===== src/hw/rtl/sae_pkg.sv =====
package sae_pkg;

   localparam int unsigned CodeWidth   = 8;
   localparam int unsigned CharWidth   = 7;
   localparam int unsigned CountWidth  = 8;
   localparam int unsigned ColumnWidth = 7;
   localparam int unsigned CursorWidth = 9;
   localparam int unsigned QueueDepth  = 2;
   localparam int unsigned QueuePtrWidth = $clog2(QueueDepth);
   localparam int unsigned QueueCntWidth = $clog2(QueueDepth + 1);

   localparam logic [CodeWidth-1:0] ScLshiftMake  = 8'h2A;
   localparam logic [CodeWidth-1:0] ScRshiftMake  = 8'h36;
   localparam logic [CodeWidth-1:0] ScLshiftBreak = 8'hAA;
   localparam logic [CodeWidth-1:0] ScRshiftBreak = 8'hB6;
   localparam logic [CodeWidth-1:0] ScEnter       = 8'h1C;
   localparam logic [CodeWidth-1:0] ScBackspace   = 8'h0E;
   localparam int unsigned          ScReleaseBit  = 7;

   localparam logic [CountWidth-1:0]  MaxLineReset  = 8'd80;
   localparam logic [ColumnWidth-1:0] StartColReset = 7'd2;

   typedef enum logic [0:0] {
      CSR_MAX_LINE_LENGTH = 1'b0,
      CSR_START_COLUMN    = 1'b1
   } csr_index_type;

   typedef enum logic [1:0] {
      KIND_NONE  = 2'd0,
      KIND_CHAR  = 2'd1,
      KIND_ERASE = 2'd2,
      KIND_ENTER = 2'd3
   } kind_type;

   typedef enum logic [2:0] {
      EV_IGNORED = 3'd0,
      EV_STORED  = 3'd1,
      EV_ERASED  = 3'd2,
      EV_ENDED   = 3'd3,
      EV_FULL    = 3'd4
   } event_type;

   // one classified key action, passed from front to back
   typedef struct packed {
      kind_type               kind;
      logic [CharWidth-1:0]   char_code;
   } action_type;

   function automatic logic [CharWidth-1:0] plain_char(input logic [5:0] code);
      logic [CharWidth-1:0] ch;
      unique case (code)
         6'h02: ch = 7'h31;  6'h03: ch = 7'h32;  6'h04: ch = 7'h33;  6'h05: ch = 7'h34;
         6'h06: ch = 7'h35;  6'h07: ch = 7'h36;  6'h08: ch = 7'h37;  6'h09: ch = 7'h38;
         6'h0A: ch = 7'h39;  6'h0B: ch = 7'h30;  6'h0C: ch = 7'h2D;  6'h0D: ch = 7'h3D;
         6'h10: ch = 7'h71;  6'h11: ch = 7'h77;  6'h12: ch = 7'h65;  6'h13: ch = 7'h72;
         6'h14: ch = 7'h74;  6'h15: ch = 7'h79;  6'h16: ch = 7'h75;  6'h17: ch = 7'h69;
         6'h18: ch = 7'h6F;  6'h19: ch = 7'h70;  6'h1A: ch = 7'h5B;  6'h1B: ch = 7'h5D;
         6'h1E: ch = 7'h61;  6'h1F: ch = 7'h73;  6'h20: ch = 7'h64;  6'h21: ch = 7'h66;
         6'h22: ch = 7'h67;  6'h23: ch = 7'h68;  6'h24: ch = 7'h6A;  6'h25: ch = 7'h6B;
         6'h26: ch = 7'h6C;  6'h27: ch = 7'h3B;  6'h28: ch = 7'h27;  6'h2B: ch = 7'h5C;
         6'h2C: ch = 7'h7A;  6'h2D: ch = 7'h78;  6'h2E: ch = 7'h63;  6'h2F: ch = 7'h76;
         6'h30: ch = 7'h62;  6'h31: ch = 7'h6E;  6'h32: ch = 7'h6D;  6'h33: ch = 7'h2C;
         6'h34: ch = 7'h2E;  6'h35: ch = 7'h2F;  6'h39: ch = 7'h20;
         default: ch = '0;
      endcase
      return ch;
   endfunction

   function automatic logic [CharWidth-1:0] shift_char(input logic [5:0] code);
      logic [CharWidth-1:0] ch;
      unique case (code)
         6'h02: ch = 7'h21;  6'h03: ch = 7'h40;  6'h04: ch = 7'h23;  6'h05: ch = 7'h24;
         6'h06: ch = 7'h25;  6'h07: ch = 7'h5E;  6'h08: ch = 7'h26;  6'h09: ch = 7'h2A;
         6'h0A: ch = 7'h28;  6'h0B: ch = 7'h29;  6'h0C: ch = 7'h5F;  6'h0D: ch = 7'h2B;
         6'h10: ch = 7'h51;  6'h11: ch = 7'h57;  6'h12: ch = 7'h45;  6'h13: ch = 7'h52;
         6'h14: ch = 7'h54;  6'h15: ch = 7'h59;  6'h16: ch = 7'h55;  6'h17: ch = 7'h49;
         6'h18: ch = 7'h4F;  6'h19: ch = 7'h50;  6'h1A: ch = 7'h7B;  6'h1B: ch = 7'h7D;
         6'h1E: ch = 7'h41;  6'h1F: ch = 7'h53;  6'h20: ch = 7'h44;  6'h21: ch = 7'h46;
         6'h22: ch = 7'h47;  6'h23: ch = 7'h48;  6'h24: ch = 7'h4A;  6'h25: ch = 7'h4B;
         6'h26: ch = 7'h4C;  6'h27: ch = 7'h3A;  6'h28: ch = 7'h22;  6'h2B: ch = 7'h7C;
         6'h2C: ch = 7'h5A;  6'h2D: ch = 7'h58;  6'h2E: ch = 7'h43;  6'h2F: ch = 7'h56;
         6'h30: ch = 7'h42;  6'h31: ch = 7'h4E;  6'h32: ch = 7'h4D;  6'h33: ch = 7'h3C;
         6'h34: ch = 7'h3E;  6'h35: ch = 7'h3F;  6'h39: ch = 7'h20;
         default: ch = '0;
      endcase
      return ch;
   endfunction

endpackage


===== src/hw/rtl/scancode_to_ascii_line_editor.sv =====
// Set 1 keyboard scan codes in, line-edit events out: one result beat for
// every scan code beat. The front stage tracks the shift keys and maps make
// codes to US ASCII in the cycle a beat is taken; a two-entry queue feeds the
// back stage, which keeps the line length, applies the length limit and
// registers the result. A beat passes through a queue entry and the result
// register; the block sustains one beat per cycle and stalls only when the
// result side holds rsp_tready low long enough to fill the queue. Registers:
// index 0 is the maximum line length (reset 80), index 1 the start column
// (reset 2); write them only while no beats are in flight.
module scancode_to_ascii_line_editor (
   input  logic                                 clock,
   input  logic                                 reset,
   input  logic                                 req_tvalid,
   output logic                                 req_tready,
   input  logic [7:0]                           req_tdata,  // [7:0] scan_code
   output logic                                 rsp_tvalid,
   input  logic                                 rsp_tready,
   // [6:0] char_code, [14:7] char_index, [22:15] line_length, [31:23] cursor_column
   output logic [31:0]                          rsp_tdata,
   output logic [2:0]                           rsp_tuser,  // [2:0] event_res
   input  logic                                 csr_valid,
   output logic                                 csr_ready,
   input  logic [0:0]                           csr_index,
   input  logic [7:0]                           csr_data
);

   sae_pkg::action_type                     front_act;
   sae_pkg::action_type                     queue_act;
   logic                                    queue_full;
   logic                                    queue_valid;
   logic                                    queue_pop;
   logic                                    req_accept;
   sae_pkg::event_type                      res_event;
   logic [sae_pkg::CharWidth-1:0]           res_char;
   logic [sae_pkg::CountWidth-1:0]          res_index;
   logic [sae_pkg::CountWidth-1:0]          res_length;
   logic [sae_pkg::CursorWidth-1:0]         res_cursor;

   assign req_tready = !queue_full;
   assign req_accept = req_tvalid && req_tready;
   assign csr_ready  = 1'b1;

   sae_front u_front (
      .clock     (clock),
      .reset     (reset),
      .accept    (req_accept),
      .scan_code (req_tdata),
      .action    (front_act)
   );

   sae_queue u_queue (
      .clock     (clock),
      .reset     (reset),
      .push      (req_accept),
      .push_data (front_act),
      .full      (queue_full),
      .pop       (queue_pop),
      .not_empty (queue_valid),
      .pop_data  (queue_act)
   );

   sae_back u_back (
      .clock      (clock),
      .reset      (reset),
      .csr_write  (csr_valid && csr_ready),
      .csr_index  (sae_pkg::csr_index_type'(csr_index)),
      .csr_data   (csr_data),
      .act_valid  (queue_valid),
      .act        (queue_act),
      .act_pop    (queue_pop),
      .out_valid  (rsp_tvalid),
      .out_ready  (rsp_tready),
      .out_event  (res_event),
      .out_char   (res_char),
      .out_index  (res_index),
      .out_length (res_length),
      .out_cursor (res_cursor)
   );

   assign rsp_tdata = {res_cursor, res_length, res_index, res_char};
   assign rsp_tuser = res_event;

endmodule


===== src/hw/rtl/sae_front.sv =====
module sae_front (
   input  logic                              clock,
   input  logic                              reset,
   input  logic                              accept,
   input  logic [sae_pkg::CodeWidth-1:0]     scan_code,
   output sae_pkg::action_type               action
);

   logic                             shift_ff;
   logic                             shift_in;
   logic [sae_pkg::CharWidth-1:0]    mapped;

   always_ff @(posedge clock) begin
      if (reset) begin
         shift_ff <= 1'b0;
      end else begin
         shift_ff <= shift_in;
      end
   end

   always_comb begin
      shift_in         = shift_ff;
      mapped           = '0;
      action.kind      = sae_pkg::KIND_NONE;
      action.char_code = '0;
      priority if (scan_code == sae_pkg::ScLshiftMake || scan_code == sae_pkg::ScRshiftMake) begin
         if (accept) begin
            shift_in = 1'b1;
         end
      end else if (scan_code == sae_pkg::ScLshiftBreak ||
                   scan_code == sae_pkg::ScRshiftBreak) begin
         if (accept) begin
            shift_in = 1'b0;
         end
      end else if (scan_code[sae_pkg::ScReleaseBit]) begin
         action.kind = sae_pkg::KIND_NONE;
      end else if (scan_code == sae_pkg::ScEnter) begin
         action.kind = sae_pkg::KIND_ENTER;
      end else if (scan_code == sae_pkg::ScBackspace) begin
         action.kind = sae_pkg::KIND_ERASE;
      end else begin
         // only codes below 0x40 have a mapping
         if (!scan_code[6]) begin
            mapped = shift_ff ? sae_pkg::shift_char(scan_code[5:0])
                              : sae_pkg::plain_char(scan_code[5:0]);
         end
         if (mapped != '0) begin
            action.kind      = sae_pkg::KIND_CHAR;
            action.char_code = mapped;
         end
      end
   end

endmodule


===== src/hw/rtl/sae_queue.sv =====
module sae_queue (
   input  logic                 clock,
   input  logic                 reset,
   input  logic                 push,
   input  sae_pkg::action_type  push_data,
   output logic                 full,
   input  logic                 pop,
   output logic                 not_empty,
   output sae_pkg::action_type  pop_data
);

   sae_pkg::action_type                    store_ff [sae_pkg::QueueDepth];
   logic [sae_pkg::QueuePtrWidth-1:0]      wr_ptr_ff, wr_ptr_in;
   logic [sae_pkg::QueuePtrWidth-1:0]      rd_ptr_ff, rd_ptr_in;
   logic [sae_pkg::QueueCntWidth-1:0]      count_ff, count_in;

   localparam logic [sae_pkg::QueueCntWidth-1:0] DepthCount =
      sae_pkg::QueueCntWidth'(sae_pkg::QueueDepth);
   localparam logic [sae_pkg::QueuePtrWidth-1:0] LastPtr =
      sae_pkg::QueuePtrWidth'(sae_pkg::QueueDepth - 1);

   assign full      = (count_ff == DepthCount);
   assign not_empty = (count_ff != '0);
   assign pop_data  = store_ff[rd_ptr_ff];

   always_comb begin
      wr_ptr_in = wr_ptr_ff;
      rd_ptr_in = rd_ptr_ff;
      count_in  = count_ff;
      if (push) begin
         wr_ptr_in = (wr_ptr_ff == LastPtr) ? '0 : wr_ptr_ff + 1'b1;
      end
      if (pop) begin
         rd_ptr_in = (rd_ptr_ff == LastPtr) ? '0 : rd_ptr_ff + 1'b1;
      end
      if (push && !pop) begin
         count_in = count_ff + 1'b1;
      end else if (pop && !push) begin
         count_in = count_ff - 1'b1;
      end
   end

   always_ff @(posedge clock) begin
      if (reset) begin
         wr_ptr_ff <= '0;
         rd_ptr_ff <= '0;
         count_ff  <= '0;
      end else begin
         wr_ptr_ff <= wr_ptr_in;
         rd_ptr_ff <= rd_ptr_in;
         count_ff  <= count_in;
      end
   end

   always_ff @(posedge clock) begin
      if (push) begin
         store_ff[wr_ptr_ff] <= push_data;
      end
   end

endmodule


===== src/hw/rtl/sae_back.sv =====
module sae_back (
   input  logic                                clock,
   input  logic                                reset,
   input  logic                                csr_write,
   input  sae_pkg::csr_index_type              csr_index,
   input  logic [sae_pkg::CountWidth-1:0]      csr_data,
   input  logic                                act_valid,
   input  sae_pkg::action_type                 act,
   output logic                                act_pop,
   output logic                                out_valid,
   input  logic                                out_ready,
   output sae_pkg::event_type                  out_event,
   output logic [sae_pkg::CharWidth-1:0]       out_char,
   output logic [sae_pkg::CountWidth-1:0]      out_index,
   output logic [sae_pkg::CountWidth-1:0]      out_length,
   output logic [sae_pkg::CursorWidth-1:0]     out_cursor
);

   logic [sae_pkg::CountWidth-1:0]   max_len_ff, max_len_in;
   logic [sae_pkg::ColumnWidth-1:0]  start_col_ff, start_col_in;
   logic [sae_pkg::CountWidth-1:0]   count_ff, count_in;
   logic                             valid_ff, valid_in;

   sae_pkg::event_type               ev_ff, ev_in;
   logic [sae_pkg::CharWidth-1:0]    char_ff, char_in;
   logic [sae_pkg::CountWidth-1:0]   index_ff, index_in;
   logic [sae_pkg::CountWidth-1:0]   length_ff;
   logic [sae_pkg::CursorWidth-1:0]  cursor_ff, cursor_in;

   assign act_pop    = act_valid && (!valid_ff || out_ready);
   assign out_valid  = valid_ff;
   assign out_event  = ev_ff;
   assign out_char   = char_ff;
   assign out_index  = index_ff;
   assign out_length = length_ff;
   assign out_cursor = cursor_ff;

   always_comb begin
      max_len_in   = max_len_ff;
      start_col_in = start_col_ff;
      if (csr_write) begin
         unique case (csr_index)
            sae_pkg::CSR_MAX_LINE_LENGTH: max_len_in   = csr_data;
            sae_pkg::CSR_START_COLUMN:    start_col_in = csr_data[sae_pkg::ColumnWidth-1:0];
            default:                      max_len_in   = max_len_ff;
         endcase
      end
   end

   always_comb begin
      count_in = count_ff;
      ev_in    = sae_pkg::EV_IGNORED;
      char_in  = '0;
      index_in = '0;
      unique case (act.kind)
         sae_pkg::KIND_ENTER: begin
            ev_in    = sae_pkg::EV_ENDED;
            index_in = count_ff;
            count_in = '0;
         end
         sae_pkg::KIND_ERASE: begin
            if (count_ff != '0) begin
               ev_in    = sae_pkg::EV_ERASED;
               count_in = count_ff - 1'b1;
               index_in = count_ff - 1'b1;
            end
         end
         sae_pkg::KIND_CHAR: begin
            if (count_ff < max_len_ff) begin
               ev_in    = sae_pkg::EV_STORED;
               char_in  = act.char_code;
               index_in = count_ff;
               count_in = count_ff + 1'b1;
            end else begin
               ev_in = sae_pkg::EV_FULL;
            end
         end
         default: ev_in = sae_pkg::EV_IGNORED;
      endcase
      cursor_in = {2'b00, start_col_ff} + {1'b0, count_in};
      if (!act_pop) begin
         count_in = count_ff;
      end
   end

   always_comb begin
      valid_in = valid_ff;
      if (act_pop) begin
         valid_in = 1'b1;
      end else if (out_ready) begin
         valid_in = 1'b0;
      end
   end

   always_ff @(posedge clock) begin
      if (reset) begin
         max_len_ff   <= sae_pkg::MaxLineReset;
         start_col_ff <= sae_pkg::StartColReset;
         count_ff     <= '0;
         valid_ff     <= 1'b0;
      end else begin
         max_len_ff   <= max_len_in;
         start_col_ff <= start_col_in;
         count_ff     <= count_in;
         valid_ff     <= valid_in;
      end
   end

   // result beat register
   always_ff @(posedge clock) begin
      if (act_pop) begin
         ev_ff     <= ev_in;
         char_ff   <= char_in;
         index_ff  <= index_in;
         length_ff <= count_in;
         cursor_ff <= cursor_in;
      end
   end

endmodule


===== config.mk =====
export PLATFORM = sky130hd
export DESIGN_NAME = scancode_to_ascii_line_editor
export DESIGN_NICKNAME = d
export VERILOG_FILES = /design/src/hw/rtl/sae_pkg.sv /design/src/hw/rtl/scancode_to_ascii_line_editor.sv /design/src/hw/rtl/sae_front.sv /design/src/hw/rtl/sae_queue.sv /design/src/hw/rtl/sae_back.sv
export SDC_FILE = /design/constraint.sdc
export NUM_CORES = 1
export LEC_CHECK = 0
export BUFFER_PORTS_ARGS = -buffer_cell sky130_fd_sc_hd__clkbuf_2
export CORE_MARGIN = 2
export CORE_UTILIZATION = 50
export DETAILED_ROUTE_END_ITERATION = 8
export MAX_ROUTING_LAYER = met4
export PLACE_DENSITY = 0.73
export SYNTH_ARGS = -nofsm -noshare
export SYNTH_HDL_FRONTEND = slang
export SYNTH_HIERARCHICAL = 1
export SYNTH_SLANG_ARGS = --single-unit

===== constraint.sdc =====
create_clock -name clock -period 5.85 [get_ports clock]
set_clock_uncertainty 0.1 [all_clocks]
set_input_delay 0.585 -clock clock [delete_from_list [all_inputs] [get_ports clock]]
set_output_delay 0.585 -clock clock [all_outputs]
set_load 0.01 [all_outputs]

# Word level (Yosys, flattened, before mapping)
# Memories as Yosys holds them, arrays and structs flattened. A register that Yosys moved wholly into a read port is not among the register bits.
# Cells that the tools add are included.
# classes
n_reduce_logical,21
order_cmp,1
n_addsub,7
n_bitwise,1
n_eq_ne,10
mux,40
# op_table
cell,count
7-bit two-way mux,10
8-bit two-way mux,6
8-bit one-hot mux with 3 select lines,2
9-bit two-way mux,2
"8-bit by 6-bit equality test with 1-bit output, second input constant",2
"8-bit equality test, second input constant",2
1-bit two-way mux,12
2-bit two-way mux,6
7-bit by 8-bit adder with 9-bit output,1
3-bit one-hot mux with 3 select lines,1
"8-bit by 1-bit adder with 8-bit output, second input constant",1
"8-bit by 4-bit equality test with 1-bit output, second input constant",1
"8-bit by 5-bit equality test with 1-bit output, second input constant",1
8-bit less-than comparator,1
2-bit AND reduction,4
2-bit nonzero test,4
8-bit nonzero test,1
"8-bit by 1-bit subtractor with 8-bit output, second input constant",1
7-bit nonzero test,1
"2-bit equality test, second input constant",3
1-bit logical AND,4
1-bit logical NOT,4
1-bit logical OR,3
3-bit two-way mux,1
5 further kinds,6
# totals
memories,3
rom_bits,896
ram_bits,18
register_bits,64
elab_cells,96
inputBits,22
output_inout_bits,38
# memory_table
memory,depth,width,read_ports,rd_ports_with_merged_regs,write_ports,line_no,rtl
(no name shown),64,7,1,0,0,sae_pkg.sv:71,unique case (code)
(no name shown),64,7,1,0,0,sae_pkg.sv:51,unique case (code)
u_queue.store_ff,2,9,1,1,1,sae_queue.sv:12,sae_pkg::action_type store_ff [sae_pkg::QueueDepth];

# Logic depth before layout (Yosys ltp)
# Gate-level depths: netlist of run 1.
# An unclocked memory read counts as a cell.
# logic_depth
word_depth,15
depth_mapped,18
mapped_depth_nobuf,17

# Cells and area by module
# Netlist of run 1, hierarchy kept.
# modules_own_cells
module,area_per_inst_um2,cells_each,seq_area_each_um2,n_inst
sae_back,3311.9,344,1531.5,1
sae_front,1237.4,183,20.0,1
sae_queue,857.1,50,640.6,1
scancode_to_ascii_line_editor,21.3,4,0.0,1

# Worst setup path after synthesis of run 1
# No wires, ideal clock.
# synth_timing
path_kind,reg-to-reg
startpoint,register u_back/count_ff[2] (netlist bit)
endpoint,"register u_back.cursor_ff, in the netlist u_back/out_cursor[8] (data pin)"
t_required_ns,5.490
stages_incl_launch_ff,18
arrival_time_ns,3.452
period_less_slack_ns,3.812
setup_time_ns,0.260
setup_slack_ns,2.038
path_buffers,1
cell_sequence,dfxtp_1 ha_1 or3_1 a21oi_1 o31ai_4 inv_2 buf_2 ha_1 mux2i_1 o22ai_1 ha_1 fa_1 a21o_1 a21oi_1 nor2b_1 o21a_1 o21ai_0 a21oi_1
# synth_via
elab_chain_cells,4
word_cells_on_any_way,8
classes_between,3 x add/sub; 1 x order compare; 3 x mux; 1 x reduce/logical
# synth_lines
item,line_no,rtl
start: declaration,sae_back.sv:21,"logic [sae_pkg::CountWidth-1:0] count_ff, count_in;"
start signal: assignment,sae_back.sv:104,count_ff <= count_in;
"8-bit by 1-bit adder with 8-bit output, or another cell as far along",sae_back.sv:73,count_in = count_ff + 1'b1;
8-bit two-way mux (on tied branches),"sae_back.sv:69, sae_back.sv:62",
8-bit one-hot mux with 3 select lines (*),sae_back.sv:55,unique case (act.kind)
7-bit by 8-bit adder with 9-bit output (*),sae_back.sv:80,"cursor_in = {2'b00, start_col_ff} + {1'b0, count_in};"
"net u_back.cursor_in, one bit",sae_back.sv:28,"logic [sae_pkg::CursorWidth-1:0] cursor_ff, cursor_in;"
end signal: assignment,sae_back.sv:116,cursor_ff <= cursor_in;
end: declaration,sae_back.sv:28,
# The timed path passes the listed nets; every way through them passes the cells marked *.
# A chain may end at the register's enable or synchronous reset.

# Final worst setup path of run 1
# Same ends and word-level chain as after synthesis.

==> run summary, run 1 <==
Port Buffers: 58
Nets@finish: 672
Setup_tns: 0 ps
Finished Layout Cells: 762
Post-cts resize count: 0
Setup Viol. Count Final: 0
Antenna cells: 0
Yosys cell types: 79
Dpl cells: 746
CTS sink count: 83
P&R area growth vs syn: 9.083%
Fraction of layout cells with a size suffix above 1: 17.04%
Clock Tree Root: clkbuf_8
I/O pin count: 60
CTS tree: done
Max-cap viol count: 0
CP endpoint kind: flip-flop
Initial antenna violation count: 0
Max VDD drop: 253.8 uV
Die ar.: 11710 sq um
Final instance area: 5921 sq um
Vias in the first global route: 4193
Cts hold-fix bufs: 0
Synth Area in Simple Gates: 20.08%
DR DRC count: 0
Largest net degree at the start of global routing: 45
CP arrival: 4690 ps
Max-slew headroom: 33.26%
Cts bufs inserted: 9
Vias per cell: 6.079
First-pass GRT wire length: 21.13 mm
Synth Flop Type: edfxtp_1
Synth area leaders: edfxtp_1 (29%), dfxtp_1 (11%), ha_1 (7.4%)
WL final: 13.02 mm
Row Count: 38
Worst-margin pin slew: 999.0 ps
Leakage: 0.002369 uW
CP max FO: 22
Aggregate global-route resource usage: 23.74%
Worst setup SP type: flip-flop
Clock buffer depth: 2
Hold Path Class: input port to flip-flop
Initial Util: 50.74%
Post-synth EDFFs: 53
DP Wirelength: 9.354 mm
Grt ovf: 0
Synthesized area: 5428 sq um
Worst skew pair latency: 360 ps
WL/cell: 17.09 um
Post-synth ARST share: 0%
Slew Viols, Final: 0
Cell Area, Placed: 5717 sq um
Xor/xnor share of the synthesized area: 2.420%
Period utilization: 80.24%
Die X: 108.2 um
ANT nets after route: 0
Post-synthesis mux area share: 3.988%
Synth Area in Adders: 7.746%
Compound-gate portion of the synthesized area: 19.92%
Post-CTS Setup Inserts: 0
H-tree Lvls: 3
Min cycle time layout: 4694 ps
Yosys Warn Count: 6
Syn avg cell area: 9.342 sq um
Final GP Congestion: 0.9409
Post-synthesis sequential area ratio: 40.39%
Main combinational cell family by area after synthesis: simple AND/OR/NAND/NOR gates
Reg clk slew, reported paths: 80 ps
CORE AREA: 10700 sq um
Fin. Hold Viols: 0
Required @ worst endpoint: 5850 ps
Kind of critical path: flip-flop to flip-flop
Via count: 4632
Fmax achieved: 213.0 MHz
Mapped Nets: 636
PwrDens: 388.4 nW/um^2
Drt pass-1 iters: 7
Post-synth top area cell: edfxtp_1
Outcome: finished clean
Iteration-0 DRC Markers: 362
Die height: 108.2 um
Post-Syn Instances: 581
Synth Register Bits: 83
Worst R2R Setup Slack: 1160 ps
RSZ-0062 raised after global routing: false
Yosys top cell area share: 29.32%
-- layer usage --
metal | vias to the layer above | GRT usage (%) | wire length [um]
met5 | - | - | 0
met4 | 0 | 7.784 | 203
met3 | 24 | 4.882 | 1071
met2 | 238 | 34.68 | 6015
met1 | 2171 | 33.02 | 5733
li1 | 2199 | - | -
-- critical path, stage by stage, from the launching register on --
cell and delay, ps:
dfxtp_1 690, ha_1 320, or3_1 340, a21oi_1 280
o31ai_4 150, inv_2 330, ha_1 310, mux2i_1 150
o22ai_1 140, ha_1 260, fa_1 410, a21o_1 170
a21oi_1 220, nor2b_1 80, o21a_1 180, o21ai_0 180
a21oi_1 110
-- logic make-up (layout without fill, tap and decap cells) --
family,count (synthesis),in the layout
AO/OA/AOI/OAI,153,153
XOR/XNOR,15,15
adder cells (fa/ha/maj),33,33
buffers and inverters,63,104
flip-flops,83,83
multiplexers,19,19
other,1,1
AND/OR/NAND/NOR,214,214
-- power breakdown --
| part | total [uW] | internal [uW] | switching, uW |
|---|---|---|---|
| Clock | 407 | 218 | 190 |
| Sequential | 943 | 858 | 85.1 |
| Combinational | 949 | 356 | 593 |
-- cell type report --
type | instances | area, sq um
Inverter | 29 | 108.9
Clock inverter | 1 | 5.005
Clock buffer | 15 | 198.9
Multi-Input combinational cell | 435 | 2943
Fill cell | 980 | 4777
Timing Repair Buffer | 59 | 297.8
Sequential cell | 83 | 2192
Tap cell | 140 | 175.2
-- stage by stage --
step / hold WS [ps] / setup WS [ps] / total power (uW) / utilization, %
floorplan: 336.3 / 2038 / 1598 / -
global placement: 347.5 / 1438 / 1878 / 53.44
detailed placement: 349.5 / 1279 / 1893 / 53.44
CTS: 338.2 / 1244 / 2303 / 55.35
global route: 344.9 / 975.1 / 2462 / 55.35
finish: 353.6 / 1156 / 2300 / 55.35
-- worst paths after layout --
check | start | endpoint | cells past startpoint
worst min register to register | u_back/max_len_ff[7]$_SDFFE_PP0P_ | u_back/max_len_ff[7]$_SDFFE_PP0P_ | 2
worst max-delay path | u_back/count_ff[2]$_SDFF_PP0_ | u_back/out_cursor[8]$_DFFE_PP_ | 16
worst min-delay path | csr_data[7] | u_back/max_len_ff[7]$_SDFFE_PP0P_ | 3
worst max register to register | u_back/count_ff[2]$_SDFF_PP0_ | u_back/out_cursor[8]$_DFFE_PP_ | 16
-- placed cells by master, fill, tap and decap left out, types with 8 or more instances in the layout --
cell       n
nand2_1   63
clkbuf_2  58
edfxtp_1  53
nor2_1    45
a21oi_1   40
ha_1      32
dfxtp_1   30
inv_1     26
o21ai_0   24
nand3_1   15
nor2b_1   14
nand2b_1  14
and3_1    14
nor3_1    12
a31oi_1   12
mux2_2    11
clkbuf_8  10
o21a_1     9
xnor2_1    8
-- sequential cells by signal, indices dropped and copies added, names as in the netlist, named ones only --
name,count
u_queue/store_ff,18
u_back/out_event,3
u_front/shift_ff,1
u_back/out_char,7
u_back/out_valid,1
u_queue/rd_ptr_ff,1
u_queue/wr_ptr_ff,1
u_back/out_index,8
u_queue/count_ff,2
u_back/max_len_ff,8
u_back/start_col_ff,7
u_back/out_cursor,9
u_back/out_length,8
u_back/count_ff,8
-- cells in the mapped netlist (all sizes together), types with 14 or more instances --
cell type / instances
inv: 29
nor2: 45
nand2: 64
and3: 14
a21oi: 41
buf: 20
nor2b: 14
dfxtp: 30
ha: 32
nand2b: 14
o21ai: 26
clkbuf: 14
nand3: 15
edfxtp: 53
No activity file was read; power rests on OpenSTA's default activity.
==> inputs of run 2 (changes only) <==
--- a/config.mk
+++ b/config.mk
@@ -10,7 +10,7 @@
 export CORE_UTILIZATION = 50
 export DETAILED_ROUTE_END_ITERATION = 8
 export MAX_ROUTING_LAYER = met4
-export PLACE_DENSITY = 0.73
+export PLACE_DENSITY = 0.75
 export SYNTH_ARGS = -nofsm -noshare
 export SYNTH_HDL_FRONTEND = slang
 export SYNTH_HIERARCHICAL = 1
==> constraint.sdc (replaced) <==
create_clock -name clock -period 4.1 [get_ports clock]
set_clock_uncertainty 0.1 [all_clocks]
set_input_delay 0.41 -clock clock [delete_from_list [all_inputs] [get_ports clock]]
set_output_delay 0.41 -clock clock [all_outputs]
set_load 0.01 [all_outputs]
==> run summary, run 2 (synthesis gave the netlist of run 1 again) <==
Worst skew pair latency: 360 ps
Initial antenna violation count: 0
DR DRC count: 0
Comb power frac: 43.0%
Period utilization: 93.93%
Vias per cell: 5.938
Multi-input gate area: 2943 sq um
Setup Viol. Count Final: 0
Pre-CTS setup slack: 267.7 ps
Die X: 108.2 um
Reg clk slew, reported paths: 90 ps
Commonest non-fill, non-tap cells in the layout: nand2_1 (63), clkbuf_2 (58), edfxtp_1 (53)
Max reg flops: 18
Row Count: 38
Final GP Congestion: 0.9323
Worst setup SP type: flip-flop
Port Buffers: 58
DP Wirelength: 9.507 mm
Setup ws final: 248.9 ps
WHS: 172.2 ps
Top reg by flops: u_queue/store_ff
Min cycle time layout: 3851 ps
I/O pin count: 60
Leakage: 0.002416 uW
Switching Share: 38.40%
Nets@finish: 683
WL/cell: 16.89 um
Finished Layout Cells: 773
Cts bufs inserted: 9
PwrDens: 543.0 nW/um^2
Clock network fraction of total power: 16.2%
Flop pwr share: 40.8%
RSZ-0062 raised after global routing: false
Drt pass-1 iters: 6
Worst hold start: csr_data[7]
Critical R2R Launch: u_back/max_len_ff[7]$_SDFFE_PP0P_
CTS tree: done
Worst-margin pin slew: 1061 ps
Fin. Hold Viols: 0
CP endpoint kind: flip-flop
Required @ worst endpoint: 4100 ps
Slew Viols, Final: 0
Hold Path Class: input port to flip-flop
Largest net degree at the start of global routing: 45
Reg area: 2193 sq um
P_int: 1998 uW
Die height: 108.2 um
Max-slew headroom: 29.14%
Grt ovf: 0
Fraction of layout cells with a size suffix above 1: 18.96%
Clock buffer depth: 2
Antenna cells: 0
WL final: 13.05 mm
Iteration-0 DRC Markers: 389
Via count: 4590
Max-cap viol count: 0
Sw power: 1246 uW
Kind of critical path: flip-flop to flip-flop
Dpl cells: 756
CP Launch Point: u_back/max_len_ff[7]$_SDFFE_PP0P_
CP max FO: 3
CP arrival: 3860 ps
First-pass GRT wire length: 20.83 mm
H-tree Lvls: 3
Initial Util: 50.74%
ANT nets after route: 0
Vias in the first global route: 4182
Cell Area, Placed: 5792 sq um
Clock Tree Root: clkbuf_8
Final instance area: 5974 sq um
Setup_tns: 0 ps
Commonest non-fill, non-tap cell in the layout: nand2_1
Fmax achieved: 259.7 MHz
Number of fill cells in the layout: 951
P&R area growth vs syn: 10.07%
Aggregate global-route resource usage: 23.54%
CTS sink count: 83
Max VDD drop: 307.9 uV
CORE AREA: 10700 sq um
Die ar.: 11710 sq um
Outcome: finished clean
-- run 2: area by class of cell --
class	count	area share, %
well taps	140	2.932
clock buffers	12	2.492
clock inverters	4	0.4188
flip-flops and latches	83	36.71
repair buffers	70	6.366
inverters	29	1.822
multi-input cells	435	49.26
-- run 2: critical path, cell delays in order (launching register included) --
cell,delay [ps]
dfxtp_1,330
inv_1,50
ha_1,320
and2_0,240
nand2_1,130
o31ai_4,290
inv_2,60
ha_1,280
mux2i_1,140
o22ai_1,120
ha_1,240
fa_1,410
a21o_1,170
a21oi_1,210
nor2b_1,70
o21a_1,180
o21ai_0,150
a21oi_1,90
-- run 2: what timing repair did --
item / CTS / global route
setup endpoints to repair: 0 / 1
hold buffers: 0 / 0
gates resized for setup: 0 / 1
buffers inserted: 0 / 1
-- run 2: per-stage QoR --
stage	power, uW	util (%)
after floorplan	2280	-
after global placement	2698	54.14
after detailed placement	2721	54.14
after CTS	3250	55.77
after global routing	3455	55.85
final	3244	55.85
-- run 2: worst paths after layout --
kind / end / slack (ps) / cells past startpoint
worst max-delay path: u_back/out_cursor[8]$_DFFE_PP_ / 250 / 17
worst min-delay path: u_back/max_len_ff[7]$_SDFFE_PP0P_ / 170 / 3
worst max register to register: u_back/out_cursor[8]$_DFFE_PP_ / 250 / 17
worst min register to register: u_back/max_len_ff[7]$_SDFFE_PP0P_ / 360 / 2
-- run 2: power by group through the flow --
stage	Sequential, uW	Clock, uW	Combinational [uW]
final	1320	527	1390
after global routing	1350	570	1530
after CTS	1330	540	1390
after detailed placement	1340	0	1380
after global placement	1330	0	1360
after floorplan	1420	0	857
-- run 2: metal layers --
layer | GRT usage [%] | vias up | wire length (um)
met5 | - | - | 0
met2 | 34.46 | 212 | 5740
li1 | - | 2223 | -
met4 | 8.425 | 0 | 331
met1 | 32.66 | 2128 | 5930
met3 | 4.461 | 27 | 1049
